[config.mk]
export PLATFORM = sky130hd
export DESIGN_NAME = pci_mul
export DESIGN_NICKNAME = d
export VERILOG_FILES = /design/src/pci_mul.sv
export SDC_FILE = /design/constraint.sdc
export NUM_CORES = 2
export LEC_CHECK = 0
export ABC_AREA = 0
export ABC_CLOCK_PERIOD_IN_PS = 11650
export BUFFER_PORTS_ARGS = -buffer_cell sky130_fd_sc_hd__buf_2
export CAP_MARGIN = 0
export CORE_ASPECT_RATIO = 1.4
export CORE_MARGIN = 2
export CORE_UTILIZATION = 50
export DETAILED_ROUTE_END_ITERATION = 8
export GPL_ROUTABILITY_DRIVEN = 0
export PLACE_DENSITY = 0.75
export SKIP_LAST_GASP = 1
export SYNTH_ARGS = -nofsm -noshare
export SYNTH_HDL_FRONTEND = slang
export SYNTH_SLANG_ARGS = --single-unit
[constraint.sdc]
create_clock -name i_clk -period 11.65 [get_ports i_clk]
set_input_delay 2.33 -clock i_clk [delete_from_list [all_inputs] [get_ports i_clk]]
set_output_delay 2.33 -clock i_clk [all_outputs]
set_load 0.01 [all_outputs]
[src/pci_mul.sv]
module pci_mul (
    input  logic        i_clk,
    input  logic [31:0] i_a,
    input  logic [31:0] i_b,
    output logic [63:0] o_prod
);
    logic [63:0] r_prod;

    always_ff @(posedge i_clk) begin
        r_prod <= 64'(i_a) * 64'(i_b);
    end

    assign o_prod = r_prod;
endmodule

==> flow_metrics.py <==
metrics = {
    "finish": {
        "largest_reg_flops": 64,
        "n_fill_cell": 6220,
        "fin_nets": 4898,
        "drive_gt1_frac": 0.0454,
        "synthToLayoutAreaGrowth_pct": 3.83,
        "num_antenna_cells": 0,
        "final_core_util": 0.523,
        "fin_area_um2": 36000,
        "mostFrequentLayoutCells": "fa_1, inv_1, and2_1, nand2_1, ha_1",
        "mostFrequentLayoutCell": "fa_1",
    },
    "worst_hold_path": {
        "worstHoldStart": "i_b[0]",
        "hp-class": "input pin to flip-flop",
        "hold_depth": 3,
        "hold-path-endpoint": "o_prod[0]",
    },
    "yosys": {
        "syn_area_um2": 34700,
        "synth_fp_nets": 4972,
        "synth_seq_cells": 64,
        "synth_area_leaders": "fa_1, and2_1, ha_1",
        "syn_inst": 3748,
        "synth-edff-count": 0,
        "synthDistinctLibCells": 57,
        "synth_warnings": 0,
        "yosysTopAreaCell": "fa_1",
        "synth_flop_cell": "dfxtp_1",
        "yosys.area.top_type_share": 0.517,
        "async_flop_share": 0,
        "postSynthAreaPerCell_um2": 9.25,
        "ys_seq_area_frac": 0.0369,
    },
    "grt": {
        "grt_max_degree": 33,
        "grt_pass1_vias": 28929,
        "overflow": 0,
        "antenna_found_initial": 1,
        "track_usage": 0.286,
        "grt_pass1_wl_mm": 154,
    },
    "placement": {
        "place_hpwl_mm": 76.5,
        "port_buffers": 128,
        "place_area_um2": 35700,
    },
    "clock_tree": {
        "cts_max_level": 3,
        "cts_resized": 0,
        "postCtsHoldBufs": 0,
        "cts_tree": "yes",
        "clock_sinks": 64,
        "clockBufferDepth": 2,
        "clkSlewWorstSetupHoldPaths_ns": 0.05,
        "numCtsBuffers": 9,
        "cts_setup_buffers": 0,
        "root_buffer": "clkbuf_16",
    },
    "sta": {
        "layout_min_cycle_time_ns": 10.09,
        "setup_violations": 0,
        "grt_setup_unrepaired": "no",
        "fin_crit_sh": 0.866,
        "fmax_mhz": 99.1,
        "slew_headroom": 0.245,
        "slew_viol_final": 0,
        "tightest_slew_ns": 1.13,
        "final.setup.tns_ns": 0,
        "hold_slack_ns": 2.59,
        "hold_viol": 0,
    },
    "detailed_routing": {
        "routed_wirelength_mm": 96.1,
        "drt-initial-drc-count": 1592,
        "ant_nets": 0,
        "num_vias": 25708,
        "drc_errors": 0,
        "via_per_inst": 5.58,
        "drtPass1Iterations": 6,
        "wl_per_cell_um": 20.9,
    },
    "critical_path": {
        "crit_fanout": 32,
        "endpoint_kind": "flip-flop",
        "crit_required_ns": 11.95,
        "worst_setup_path_start_kind": "input pin",
        "cp-startpoint": "i_a[22]",
        "cp.arrival_ns": 10.39,
        "worstSetupPathType": "input pin to flip-flop",
    },
    "die": {
        "row_count": 114,
        "die-area_um2": 71500,
        "core_um2": 68900,
        "die_width_um": 227,
        "io_pins": 129,
        "fp.dieH_um": 316,
        "initial_core_util": 0.503,
    },
    "job": {
        "cap_violations": 0,
    },
    "outcome": {
        "status": "complete, no violations",
    },
}
## worst max-delay path, cell delays in order
cell and delay (ns):
buf_2 0.64, nand2_1 0.18, fa_1 0.57, inv_1 0.05
fa_1 0.47, inv_1 0.05, fa_1 0.52, inv_1 0.05
fa_1 0.50, fa_1 0.66, fa_1 0.47, fa_1 0.50
inv_1 0.05, fa_1 0.47, inv_1 0.04, ha_1 0.42
nand4_1 0.24, or4_1 0.47, or3_1 0.36, a31oi_1 0.55
a31o_2 0.31, a211oi_1 0.11, o21ai_1 0.18, xor2_1 0.16
## how the worst max path moves through the flow
stage / to / slack, ns / cells past startpoint
global route: o_prod[62] / 1.39 / 24
CTS: o_prod[62] / 1.71 / 24
global placement: o_prod[62] / 1.54 / 24
floorplan: o_prod[62] / 2.57 / 25
detailed placement: o_prod[62] / 1.32 / 24
finish: o_prod[62] / 1.56 / 24
## Yosys cell counts (4+ instances only)
| cell | n |
|---|---|
| fa_1 | 896 |
| inv_1 | 865 |
| and2_1 | 602 |
| nand2_1 | 480 |
| ha_1 | 263 |
| clkbuf_1 | 213 |
| dfxtp_1 | 64 |
| a21oi_1 | 63 |
| a21o_1 | 40 |
| xnor2_1 | 35 |
| xor2_1 | 25 |
| nand4_1 | 23 |
| o21ai_0 | 21 |
| nor2_1 | 20 |
| and3_1 | 14 |
| a31oi_1 | 12 |
| nand3_1 | 10 |
| o21bai_1 | 10 |
| o21a_1 | 9 |
| nor3_1 | 7 |
| buf_2 | 6 |
| o21ai_1 | 5 |
| a221o_1 | 4 |
## kinds of logic after synthesis
logic type | count (synthesis) | synth area share
AO/OA/AOI/OAI | 202 | 0.0415
AND/OR/NAND/NOR | 1177 | 0.176
multiplexers | 1 | 0.000289
buffers and inverters | 1085 | 0.118
flip-flops | 64 | 0.0369
XOR/XNOR | 60 | 0.0152
adder cells (fa/ha/maj) | 1159 | 0.612
## cell type report
cell class,count,area (um^2),share of cell area
clock buffer,12,267,0.00740
clock inverter,3,40.0,0.00111
inverter,865,3250,0.0902
multi-input combinational,2599,29300,0.814
sequential,64,1280,0.0356
tap,928,1160,0.0323
timing repair buffer,135,693,0.0193
## layer usage
layer  up-vias  routed length [um]  track usage
met5         -                  13            0
met4         2               10200        0.256
met3       497                6520       0.0482
met2      1266               49800        0.505
met1     13252               29500        0.290
li1      10691                   -            -
## through the flow
stage / std cells / setup WS [ns]
floorplan: 3748 / 2.57
global placement: 4591 / 1.54
detailed placement: 4591 / 1.32
CTS: 4606 / 1.71
global route: 4606 / 1.39
finish: 4606 / 1.56
Power is not shown: default switching activity piles up to over one toggle a cycle in this logic, so the estimate is an artifact.
