File: config.mk
export PLATFORM = sky130hd
export DESIGN_NAME = pci_div
export DESIGN_NICKNAME = d
export VERILOG_FILES = /design/src/pci_pkg.sv /design/src/pci_div.sv
export SDC_FILE = /design/constraint.sdc
export NUM_CORES = 1
export LEC_CHECK = 0
export BUFFER_PORTS_ARGS = -buffer_cell sky130_fd_sc_hd__buf_2
export CAP_MARGIN = 20
export CORE_MARGIN = 4
export CORE_UTILIZATION = 50
export CTS_BUF_LIST = sky130_fd_sc_hd__clkbuf_16
export DETAILED_ROUTE_END_ITERATION = 16
export GPL_ROUTABILITY_DRIVEN = 0
export PLACE_DENSITY_LB_ADDON = 0.1
export SETUP_SLACK_MARGIN = 0.4
export SYNTH_ARGS = -nofsm -noshare
export SYNTH_HDL_FRONTEND = slang
export SYNTH_SLANG_ARGS = --single-unit
File: constraint.sdc
create_clock -name i_clk -period 2.9 [get_ports i_clk]
set_clock_uncertainty 0.1 [all_clocks]
set_input_delay 0.145 -clock i_clk [delete_from_list [all_inputs] [get_ports i_clk]]
set_output_delay 0.145 -clock i_clk [all_outputs]
set_load 0.005 [all_outputs]
File: src/pci_pkg.sv
package pci_pkg;

    localparam int SINE_TABLE_BITS_DEF = 10;

    localparam logic [15:0] ANGLE_THIRD = 16'd21845;

    // odd quarter-wave sine polynomial, Q2.30
    localparam logic [31:0] C1 = 32'd1686629713;
    localparam logic [31:0] C3 = 32'd693598668;
    localparam logic [31:0] C5 = 32'd85569306;
    localparam logic [31:0] C7 = 32'd5026995;

    // divide by three: ceil(2^33 / 3), exact for operands up to 2^32
    localparam logic [31:0] RECIP3 = 32'hAAAAAAAB;
    // floor(2^32 / 3); 2^32 leaves remainder 1
    localparam logic [33:0] THIRD_OF_2P32 = 34'd1431655765;

    localparam logic [1:0] REG_POLE_PAIRS = 2'd0;
    localparam logic [1:0] REG_RESISTANCE = 2'd1;
    localparam logic [1:0] REG_INDUCTANCE = 2'd2;
    localparam logic [1:0] REG_EMF_CONST  = 2'd3;

    localparam int DIV_Q_W = 34;

    localparam logic signed [63:0] SAT_MAX = 64'sd2147483647;
    localparam logic signed [63:0] SAT_MIN = -64'sd2147483648;

    typedef struct packed {
        logic signed [31:0] terminal_volt_a;
        logic signed [31:0] terminal_volt_b;
        logic signed [31:0] terminal_volt_c;
        logic signed [31:0] rotor_speed;
        logic        [15:0] rotor_angle;
        logic        [31:0] time_step;
    } t_in;

    typedef struct packed {
        logic signed [31:0] current_a;
        logic signed [31:0] current_b;
        logic signed [31:0] current_c;
        logic signed [31:0] emf_a;
        logic signed [31:0] emf_b;
        logic signed [31:0] emf_c;
        logic signed [31:0] neutral_volt_a;
        logic signed [31:0] neutral_volt_b;
        logic signed [31:0] neutral_volt_c;
        logic               held;
    } t_out;

    typedef struct packed {
        logic busy;
        logic done;
        logic ovf;
    } t_div_stat;

    function automatic logic signed [31:0] sat32(input logic signed [63:0] v);
        if (v > SAT_MAX) begin
            return 32'sh7FFFFFFF;
        end else if (v < SAT_MIN) begin
            return 32'sh80000000;
        end
        return v[31:0];
    endfunction

    function automatic logic signed [31:0] signed_sat(input logic neg, input logic [47:0] mag);
        if (!neg) begin
            return (mag > 48'h7FFFFFFF) ? 32'sh7FFFFFFF : mag[31:0];
        end
        return (mag >= 48'h80000000) ? 32'sh80000000 : 32'(-mag[31:0]);
    endfunction

endpackage

File: src/pci_div.sv
module pci_div (
    input  logic                       i_clk,
    input  logic                       i_rst_n,
    input  logic                       i_start,
    input  logic [63:0]                i_num,
    input  logic [31:0]                i_den,
    output logic [pci_pkg::DIV_Q_W-1:0] o_quot,
    output pci_pkg::t_div_stat         o_stat
);
    import pci_pkg::*;

    logic [31:0]        r_rem;
    logic [DIV_Q_W-1:0] r_nq;
    logic [5:0]         r_cnt;
    logic               r_busy;
    logic               r_done;
    logic               r_ovf;
    logic [32:0]        trial;
    logic               ge;

    // restoring, one quotient bit a cycle; numerator bits above the
    // quotient width seed the remainder and feed the overflow flag
    assign trial = {r_rem, r_nq[DIV_Q_W-1]};
    assign ge    = (trial >= {1'b0, i_den});

    always_ff @(posedge i_clk) begin
        if (!i_rst_n) begin
            r_busy <= 1'b0;
            r_done <= 1'b0;
            r_cnt  <= '0;
        end else begin
            r_done <= 1'b0;
            if (i_start) begin
                r_rem  <= 32'(i_num[63:DIV_Q_W]);
                r_nq   <= i_num[DIV_Q_W-1:0];
                r_ovf  <= (32'(i_num[63:DIV_Q_W]) >= i_den);
                r_cnt  <= 6'(DIV_Q_W);
                r_busy <= 1'b1;
            end else if (r_busy) begin
                r_rem <= ge ? 32'(trial - {1'b0, i_den}) : trial[31:0];
                r_nq  <= {r_nq[DIV_Q_W-2:0], ge};
                r_cnt <= r_cnt - 6'd1;
                if (r_cnt == 6'd1) begin
                    r_busy <= 1'b0;
                    r_done <= 1'b1;
                end
            end
        end
    end

    assign o_quot = r_nq;
    assign o_stat = '{busy: r_busy, done: r_done, ovf: r_ovf};
endmodule

==> flow_summary.yaml <==
outcome:
  status: "finished, violations left"
  violations: "setup timing"
yosys:
  seq_area_frac_synth: 0.362
  synth_commonest_cells: "67 x edfxtp_1, 64 x ha_1, 60 x mux2_2"
  syn_area_um2: 6000
  synthFlopType: "edfxtp_1"
  synth_top_area_frac: 0.335
  synth.top_cells.by_area: "edfxtp_1 34%, ha_1 13%, mux2_2 11%, inv_1 3.1%, mux2_4 3.0%"
  synth.most_common_cell: "edfxtp_1"
  ys.warnings.count: 0
  yosysUniqueCellTypes: 62
  syn_avg_cell_area_um2: 10.5
  async_reset_ff_frac: 0
  yosys_register_bits: 75
  synth_edf_count: 67
  synth_cells: 569
  syn_nets: 733
  synth_top_area_cell: "edfxtp_1"
worst_setup_path:
  worstSetupEndpoint: "r_rem[8]"
  crit_top_cell: "a211oi_4"
  cpPeakStageDelay_ns: 0.43
  cp.arrival_ns: 3.11
  cp_top_family: "compound AO/OA/AOI/OAI gates"
  reg2reg_setup_slack_ns: -0.22
  cp-start-kind: "flop"
  path_class: "reg2reg"
  critPathRequiredTime_ns: 2.89
  critPathSlowestCell: "edfxtp_1"
  crit_start: "r_rem[3]"
  path_cells: "ha_4, a21o_1, a31oi_2, nand2_2, a211oi_4, a211oi_4, o31ai_4, nand2_4, buf_6, buf_12, mux2_4, mux2_2"
  crit_buf_inv: 2
  crit_cells: 12
  crit_path_max_fanout: 8
  r2r-start: "r_rem[3]"
  rr_endpoint: "r_rem[8]"
  cp-end-kind: "flop"
  r2r_cells: 12
global_route:
  grt_max_degree: 51
  gr-total-overflow: 0
  grt_pass1_wl_mm: 26.0
  antenna_found_initial: 0
  grt_pass1_vias: 5439
  track_usage: 0.225
power_and_ir_drop:
  peakVddDrop_v: 0.000450
  p_seq_frac: 0.329
  powerDensity_nw_per_um2: 492
  p_leak_nw: 3.83
  comb_power_share: 0.417
  clkPwrFrac: 0.254
  intPower_mw: 2.84
  power_switching_mw: 1.30
  netSwitchingFraction: 0.315
final_layout:
  design_area_um2: 8410
  area_growth_pct: 40.2
  nets: 977
  drive_gt1_frac: 0.463
  diodes: 0
  fillCellCount: 867
die:
  dieWidth_um: 118
  die_y_um: 118
  initial_core_util: 0.519
  ios: 136
  core-area_um2: 11600
  rows: 39
  fp.dieArea_um2: 13800
timing:
  report.final.slew_viol_count: 0
  period_needed_ns: 3.12
  setup_ws_ns: -0.219
  setup_violations: 30
  setup-tns-final_ns: -4.64
  fmax_mhz: 321
  hold_viol: 0
  relSlewSlack: 0.611
  rsz0062_at_grt: "true"
  worst_pin_slew_ns: 0.583
  timing.final.crit_share: 1.08
drt:
  via_count: 5282
  wl_mm: 15.6
  wl_per_cell_um: 16.3
  drt_iter0_markers: 184
  remaining_drc_errors: 0
  vias_per_cell: 5.50
  antenna_left: 0
  drt_pass1_iterations: 4
clocking:
  cts_max_level: 3
  cts.path.max_buffers: 2
  cts_tree: "done"
  clk_latency_ns: 0.34
  cts_inserted_buffers: 9
  clockRootBuffer: "clkbuf_16"
  clock-sinks: 75
  path_clk_slew_ns: 0.07
placement:
  hpwl_mm: 11.4
  placed_area_um2: 7440
  post-place-ws_ns: -0.259
  port_buffers: 135
worst_hold_path:
  holdCritPathClass: "in2reg"
  hold_path_depth: 2
job:
  timing.max_cap.violations: 0
==> cells in the final DEF (no fill, tap or decap), types with 4 or more instances in the layout <==
cell / Yosys / routed
a211oi_1: 6 / 4
a21o_1: 18 / 18
a21oi_1: 35 / 30
a21oi_2: 0 / 4
and3_1: 4 / 4
buf_2: 2 / 135
buf_4: 3 / 85
buf_6: 2 / 13
clkbuf_16: 0 / 9
dfxtp_1: 8 / 8
dlygate4sd3_1: 0 / 12
edfxtp_1: 67 / 67
ha_1: 64 / 55
ha_4: 0 / 9
inv_1: 50 / 48
mux2_2: 60 / 57
mux2_4: 12 / 15
mux2i_1: 9 / 8
nand2_1: 34 / 30
nand2_2: 1 / 4
nand2b_1: 7 / 7
nand3_1: 7 / 6
nand4_1: 6 / 6
nor2_1: 24 / 22
nor2b_1: 6 / 4
nor3_1: 7 / 5
o21a_1: 6 / 5
o21ai_0: 25 / 13
o21ai_1: 0 / 11
o21bai_1: 8 / 7
xnor2_1: 19 / 19
xor2_1: 13 / 13
==> power groups by stage <==
stage / clock [mW] / sequential [mW] / combinational [mW]
finish: 1.05 / 1.36 / 1.73
global route: 1.11 / 1.37 / 1.88
CTS: 1.06 / 1.36 / 1.66
detailed placement: 0 / 1.38 / 1.45
global placement: 0 / 1.37 / 1.42
floorplan: 0 / 1.37 / 0.954
==> worst register-to-register path: stages (launching register included) <==
cell and delay (ns):
edfxtp_1 0.43, ha_4 0.25, a21o_1 0.20, a31oi_2 0.18, nand2_2 0.10, a211oi_4 0.27
a211oi_4 0.11, o31ai_4 0.29, nand2_4 0.11, buf_6 0.14, buf_12 0.14, mux2_4 0.30
mux2_2 0.26
==> kinds of logic (layout without fill, tap and decap cells) <==
| family | Yosys count | after routing | share of synthesized area |
|---|---|---|---|
| AO/OA/AOI/OAI | 134 | 134 | 0.153 |
| XOR/XNOR | 32 | 32 | 0.0467 |
| adder cells (fa/ha/maj) | 65 | 65 | 0.137 |
| buffers and inverters | 68 | 316 | 0.0474 |
| flip-flops | 75 | 75 | 0.362 |
| multiplexers | 81 | 81 | 0.158 |
| AND/OR/NAND/NOR | 114 | 114 | 0.0964 |
==> sequential cells by signal (all words and copies together) (netlist names) <==
name,cells
r_ovf,1
r_busy,1
r_cnt,6
r_done,1
r_rem,32
o_quot,34
==> layout make-up <==
cell class                 instances  area (µm²)  area share
inverter                          50         188      0.0223
clock inverter                     6        41.3     0.00491
multi-input combinational        426        3890       0.463
tap                              143         179      0.0213
sequential                        75        2170       0.258
clock buffer                       9         225      0.0268
timing repair buffer             251        1710       0.203
==> what timing repair did <==
action | 4_1_cts | 5_1_grt
cloned | 2 | 0
buffers inserted | 18 | 6
hold buffers | 12 | 0
endpoints found under the setup margin | 33 | 34
pin swaps | 16 | 6
endpoints found under the hold margin | 13 | 0
gates resized for setup | 54 | 24
==> through the flow <==
stage | power (mW) | hold slack (ns) | instances | util
final | 4.14 | 0.00660 | 960 | 0.727
after global routing | 4.36 | 0.00396 | 960 | 0.727
after CTS | 4.08 | 0.000174 | 954 | 0.715
after detailed placement | 2.83 | 0.338 | 907 | 0.643
after global placement | 2.79 | 0.332 | 907 | 0.643
after floorplan | 2.33 | 0.162 | 569 | -
==> how the worst min path moves through the flow <==
| stage | startpoint | to | slack, ns |
|---|---|---|---|
| floorplan | i_rst_n | r_cnt[5] | 0.16 |
| global placement | i_rst_n | r_cnt[1] | 0.33 |
| detailed placement | i_rst_n | r_cnt[1] | 0.34 |
| CTS | i_num[23] | o_quot[23] | 0.0002 |
| global route | i_num[32] | o_quot[32] | 0.004 |
| finish | i_num[8] | o_quot[8] | 0.007 |
==> per-layer routing <==
| layer | global-route usage | up-vias | part of all wire |
|---|---|---|---|
| met5 | 0 | - | 0 |
| met4 | 0.0703 | 0 | 0.019 |
| met3 | 0.0418 | 23 | 0.040 |
| met2 | 0.387 | 121 | 0.50 |
| met1 | 0.287 | 2522 | 0.45 |
| li1 | - | 2616 | - |
No activity file was read; power rests on OpenSTA's default activity.
